### config.mk
export PLATFORM = sky130hd
export DESIGN_NAME = etsm_queue
export DESIGN_NICKNAME = d
export VERILOG_FILES = /design/src/hdl/etsm_pkg.sv /design/src/hdl/etsm_queue.sv
export SDC_FILE = /design/constraint.sdc
export NUM_CORES = 1
export LEC_CHECK = 0
export BUFFER_PORTS_ARGS = -buffer_cell sky130_fd_sc_hd__buf_2
export CORE_AREA = 5 5 373 375
export CTS_BUF_LIST = sky130_fd_sc_hd__clkbuf_8
export CTS_CLUSTER_SIZE = 10
export DETAILED_ROUTE_END_ITERATION = 7
export DIE_AREA = 0 0 378 380
export PLACE_DENSITY = 0.73
export SYNTH_ARGS = -nofsm -noshare
export SYNTH_HDL_FRONTEND = slang
export SYNTH_SLANG_ARGS = --single-unit
### constraint.sdc
create_clock -name clk -period 15.2 [get_ports clk]
set_clock_uncertainty 0.2 [all_clocks]
set_input_delay 4.56 -clock clk [delete_from_list [all_inputs] [get_ports clk]]
set_output_delay 4.56 -clock clk [all_outputs]
set_load 0.03 [all_outputs]
### src/hdl/etsm_pkg.sv
// shared types, constants and rounding helpers for the euler translate-scale matrix unit
// no dependencies; compiled first
package etsm_pkg;

	localparam int WORD_W      = 32;
	localparam int ANGLE_W     = 16;
	localparam int SINE_W      = 16;
	localparam int SINE_MAG_W  = 15;
	localparam int SINE_SHIFT  = 14;
	localparam int ROW_W       = 2;
	localparam int AXES        = 3;
	localparam int QUEUE_DEPTH = 4;
	localparam int QPTR_W      = 2;
	localparam int QCOUNT_W    = 3;

	localparam logic [ROW_W-1:0] ROW_FIRST = 2'd0;
	localparam logic [ROW_W-1:0] ROW_LAST  = 2'd2;

	typedef logic signed [WORD_W-1:0]  word_t;
	typedef logic signed [ANGLE_W-1:0] angle_t;
	typedef logic signed [SINE_W-1:0]  sine_t;

	// one finished matrix before scaling, as handed from front to back
	typedef struct packed {
		word_t [2:0][2:0] m;
		word_t [2:0]      trans;
		word_t [2:0]      scale;
		logic             unit;
	} item_t;

	// round half away from zero, then drop s fraction bits
	function automatic logic signed [63:0] round_shr(input logic signed [63:0] v,
			input int unsigned s);
		logic signed [63:0] half;
		logic signed [63:0] adj;
		half = 64'sd1 <<< (s - 1);
		adj  = v[63] ? half - 64'sd1 : half;
		return (v + adj) >>> s;
	endfunction

	function automatic word_t sat_word(input logic signed [63:0] v);
		word_t res;
		if (v > 64'sd2147483647) begin
			res = {1'b0, {(WORD_W-1){1'b1}}};
		end else if (v < -64'sd2147483648) begin
			res = {1'b1, {(WORD_W-1){1'b0}}};
		end else begin
			res = v[WORD_W-1:0];
		end
		return res;
	endfunction

endpackage

### src/hdl/etsm_queue.sv
// short fifo of finished matrices between front and back
// depends on etsm_pkg; the front never pushes into a full queue
module etsm_queue (
	input  logic            clk,
	input  logic            arst_n,
	input  logic            push,
	input  etsm_pkg::item_t push_data,
	input  logic            pop,
	output logic            head_valid,
	output etsm_pkg::item_t head
);
	import etsm_pkg::*;

	item_t               mem_q [QUEUE_DEPTH];
	logic [QPTR_W-1:0]   wr_ptr_q;
	logic [QPTR_W-1:0]   rd_ptr_q;
	logic [QCOUNT_W-1:0] count_q;

	always_ff @(posedge clk or negedge arst_n) begin
		if (!arst_n) begin
			wr_ptr_q <= '0;
			rd_ptr_q <= '0;
			count_q  <= '0;
		end else begin
			if (push) begin
				wr_ptr_q <= wr_ptr_q + 1'b1;
			end
			if (pop) begin
				rd_ptr_q <= rd_ptr_q + 1'b1;
			end
			if (push && !pop) begin
				count_q <= count_q + 1'b1;
			end else if (!push && pop) begin
				count_q <= count_q - 1'b1;
			end
		end
	end

	always_ff @(posedge clk) begin
		if (push) begin
			mem_q[wr_ptr_q] <= push_data;
		end
	end

	assign head_valid = (count_q != '0);
	assign head       = mem_q[rd_ptr_q];

endmodule

* After elaboration in Yosys (flattened, before gate mapping)
Memories as Yosys holds them, arrays and structs flattened.
Index checks and enable logic that the tools add are counted.
** Word-level totals
- Output and inout bits :: 482
- RAM bits :: 1924
- Bits in registers :: 7
- Memories kept :: 1
- Word-level logic and storage cells :: 18
- Input port bits :: 485
** Cells by class
- Muxes and demuxes :: 4
- $add $sub $neg :: 4
- Reductions and logical operators :: 6
** Memory list
- mem_q :: words 4, width 481, rd ports 1, clocked after memory_dff 0, wr ports 1, line etsm_queue.sv:14 : item_t mem_q [QUEUE_DEPTH];
** Operators with widths (number)
- $mux W3 :: 2
- $add A2 B1 Y2 const B :: 2
- $add A3 B1 Y3 const B :: 1
- $reduce_bool A3 Y1 :: 1
- $sub A3 B1 Y3 const B :: 1
- $logic_and A1 B1 Y1 :: 2
- $logic_not A1 Y1 :: 2
- $mux W1 :: 2
- $reduce_bool A2 Y1 :: 1

* Logic depth before layout (Yosys ltp)
- Depth in word-level cells :: 4
- Mapped depth :: 7
- Gate-level depth less buffers :: 7

* Least setup slack after synthesis
No wires, ideal clock.
- Path kind :: input-to-reg
- From :: in push
- To :: mem mem_q[0][0] (netlist name) (enable)
- Library setup time :: 0.906 ns
- Path slack :: -1.266 ns
- Data arrival time :: 15.360 ns
- Buffers on the path :: 0
- Cell stages on the path :: 1
- Required time :: 14.094 ns
- Path through :: and2_1
** Between the ends
- Longest elaborated chain between the ends :: 2
** Ends and longest elaborated chain
- start, declared :: line etsm_queue.sv:6 : input logic push,
- $mux W1 :: line etsm_queue.sv:40 : if (push) begin
- $mux W1 (implied by the code) :: line etsm_queue.sv:41 : mem_q[wr_ptr_q] <= push_data;
- end, declared :: line etsm_queue.sv:14
No other way between the ends.

==> flow_metrics.py <==
metrics = {
    "finish": {
        "multiInputGateArea_sq_um": 11000,
        "ff_latch_area_sq_um": 58000,
        "fin_nets": 4240,
        "fill_cells": 9062,
        "stdcell_area_sq_um": 82000,
        "utilization_pct": 60.8,
        "area_delta_synth_final_pct": 16.7,
        "drive_above_1_share_pct": 46.2,
    },
    "placed_design": {
        "globalplace.congestion": 0.787,
        "dpl.hpwl_um": 98300,
        "io_buffers": 966,
        "place_area_sq_um": 76500,
    },
    "clocking": {
        "clk_root_buffer_cell": "clkbuf_8",
        "numClockSinks": 1931,
        "clockBufferDepth": 4,
        "post-cts-setup-buffer-count": 0,
        "htreeDepth": 5,
        "holdBufCountCts": 0,
        "cts_inserted_buffers": 313,
        "cts-resized-gates": 0,
        "clk_pin_slew_ns": 0.06,
        "insertion_delay_ns": 0.93,
        "cts_tree": "built",
    },
    "die": {
        "fp.coreArea_sq_um": 135000,
        "die_area_sq_um": 144000,
        "die_w_um": 378,
        "start_util_pct": 52.1,
        "ios": 967,
        "die_y_um": 380,
        "num_rows": 135,
    },
    "timing": {
        "slew_headroom_pct": 20.3,
        "slew_viol_final": 0,
        "tightest_slew_ns": 1.20,
        "fmax_mhz": 108,
        "period_share_pct": 60.7,
        "final-setup-viol-count": 0,
        "rsz0062_at_grt": "no",
        "finalCriticalPeriod_ns": 9.22,
        "finalHoldViolations": 0,
    },
    "min_path": {
        "holdCritPathClass": "flip-flop to flip-flop",
    },
    "logic_synthesis": {
        "synth-seq-cells": 1931,
        "synthXorXnorAreaFrac_pct": 0.0748,
        "ys_top_cells_by_area": "edfxtp_1, mux4_2, buf_12, buf_2, dfrtp_1",
        "yosysTopAreaCell": "edfxtp_1",
        "synthesis.instances": 2546,
        "synthAdderAreaFrac_pct": 0.118,
        "synthDistinctLibCells": 19,
        "ys.flop_type": "edfxtp_1",
        "synth_top_area_share_pct": 82.2,
        "mappedNetlistNets": 3037,
        "synth.area.mux_share_pct": 15.4,
        "syn_area_per_cell_sq_um": 27.6,
        "synthArstFlopShare_pct": 0.363,
        "syn_area_sq_um": 70200,
        "synthSimpleGateAreaFrac_pct": 0.0606,
        "synthMostInstantiatedCell": "edfxtp_1",
        "synth-compound-area-share_pct": 0.00712,
        "synth_warnings": 0,
        "synth_top_family_by_area": "multiplexers",
        "synth_edf_count": 1924,
        "synth-seq-area-share_pct": 82.5,
        "synthTopCellsByCount": "edfxtp_1, mux4_2, buf_2, buf_12, buf_6",
    },
    "power": {
        "p_switching_mw": 6.15,
        "sw_frac_of_total_pct": 35.8,
        "power_frac_clock_pct": 22.8,
        "cellInternalPower_mw": 11.0,
        "p_leak_nw": 28.1,
        "powerDensity_nw_per_um2": 209,
        "power.share.combinational_pct": 35.2,
        "vdd_drop_max_mv": 0.196,
        "seq_power_share_pct": 42.0,
    },
    "grt": {
        "antenna_found_initial": 108,
        "grt.total_usage_pct": 21.3,
        "overflow": 0,
        "grt_first_pass_wirelength_um": 224000,
        "grt_start_max_net_pins": 144,
        "grt_pass1_vias": 33700,
    },
    "worst_setup_path": {
        "cp_slowest_cell": "dfrtp_4",
        "crit_type": "flip-flop to output pin",
        "cp_data_required_time_ns": 10.44,
        "arrival_ns": 4.46,
        "path_cells": "buf_12 -> buf_4 -> mux4_2 -> buf_2",
        "path_max_fanout": 96,
        "cp-start-kind": "flip-flop",
        "crit_path_max_incr_delay_ns": 0.98,
        "cp_num_buf_inv": 3,
        "crit_family": "buffers and inverters",
        "critPathCaptureType": "output pin",
    },
    "drt": {
        "postRouteAntennaNets": 0,
        "drt-pass1-iter-count": 5,
        "drc": 0,
        "wirelength_um": 155000,
        "vias": 32300,
        "viasPerCell": 5.57,
        "drt_iter0_drc": 2513,
        "post_drt_wl_per_cell_um": 26.8,
    },
    "run_status": {
        "status": "completed",
    },
    "flow_run": {
        "drv.max_cap_violation_count": 0,
    },
}
-- registers in the layout (all words and copies together) (netlist names) --
register / count
wr_ptr_q: 2
count_q: 3
rd_ptr_q: 2
mem_q: 1924
-- worst register-to-register path: stages, from the launching register on --
cell and delay, ns:
dfrtp_1 0.42, inv_1 0.10, ha_1 0.14, and2_4 0.80, buf_4 0.85, buf_12 0.51
-- final timing paths --
check,slack (ns),cells after the start,to,from
hold / removal,0.27,1,count_q[2],count_q[2]
min in group asynchronous,3.26,1,count_q[1],arst_n
setup / recovery,5.98,4,head[144],rd_ptr_q[0]
setup reg to reg,11.38,5,mem_q[2][248],wr_ptr_q[0]
hold reg to reg,0.27,1,count_q[2],count_q[2]
max in group asynchronous,11.35,1,rd_ptr_q[1],arst_n
-- metal layers --
metal  global-route usage (%)  vias up  routed length (um)
li1                         -    13700                   -
met5                        0        -                 409
met1                     25.5    16800               54900
met3                     9.18      353               16900
met4                     7.39       62                4550
met2                     35.0     1436               78500
-- cells by family after synthesis --
family                     Yosys count
AOI/OAI and AO/OA                    1
xor gates and xnor gates             6
adders and majority gates            6
buffers and inverters              112
DFF                               1931
muxes                              482
and+or+nand+nor                      8
-- per-stage QoR --
| stage | setup slack [ns] | total power, mW | hold slack [ns] | TNS (ns) | std cells |
|---|---|---|---|---|---|
| 2_1_floorplan | -1.19 | 12.1 | 0.236 | -573.39 | 2546 |
| 3_3_place_gp | 6.81 | 13.4 | 0.252 | 0 | 5215 |
| 3_5_place_dp | 6.82 | 13.5 | 0.259 | 0 | 5215 |
| 4_1_cts | 5.71 | 17.4 | 0.269 | 0 | 5737 |
| 5_1_grt | 5.53 | 17.9 | 0.294 | 0 | 5765 |
| 6_report | 5.98 | 17.2 | 0.268 | 0 | 5798 |
-- layout by cell type, fill, tap and decap left out, types with 4 or more instances in the layout --
cell and instances:
edfxtp_1 1924, buf_2 966, mux4_2 481, clkbuf_8 320, inv_1 118, clkinv_1 63, diode_2 61, buf_12 15
buf_4 15, clkinv_2 13, clkinvlp_4 6, bufinv_16 6, ha_1 5, dfrtp_1 5, and2_4 4, xor2_1 4
-- power by group through the flow --
stage	logic [mW]	registers [mW]	clock network [mW]
floorplan	4.54	7.52	0
global placement	6.14	7.27	0
detailed placement	6.14	7.33	0
CTS	6.15	7.22	4.01
global route	6.33	7.29	4.30
finish	6.04	7.22	3.91
-- cell type report --
type,count,share of cell area (%)
multi-input cells,503,13.5
inverters,4,0.0183
well taps,1781,2.72
flip-flops and latches,1931,70.7
clock inverters,202,1.16
repair buffers,996,6.40
diodes,61,0.186
clock buffers,320,5.37
(Power assumes the default switching activity.)
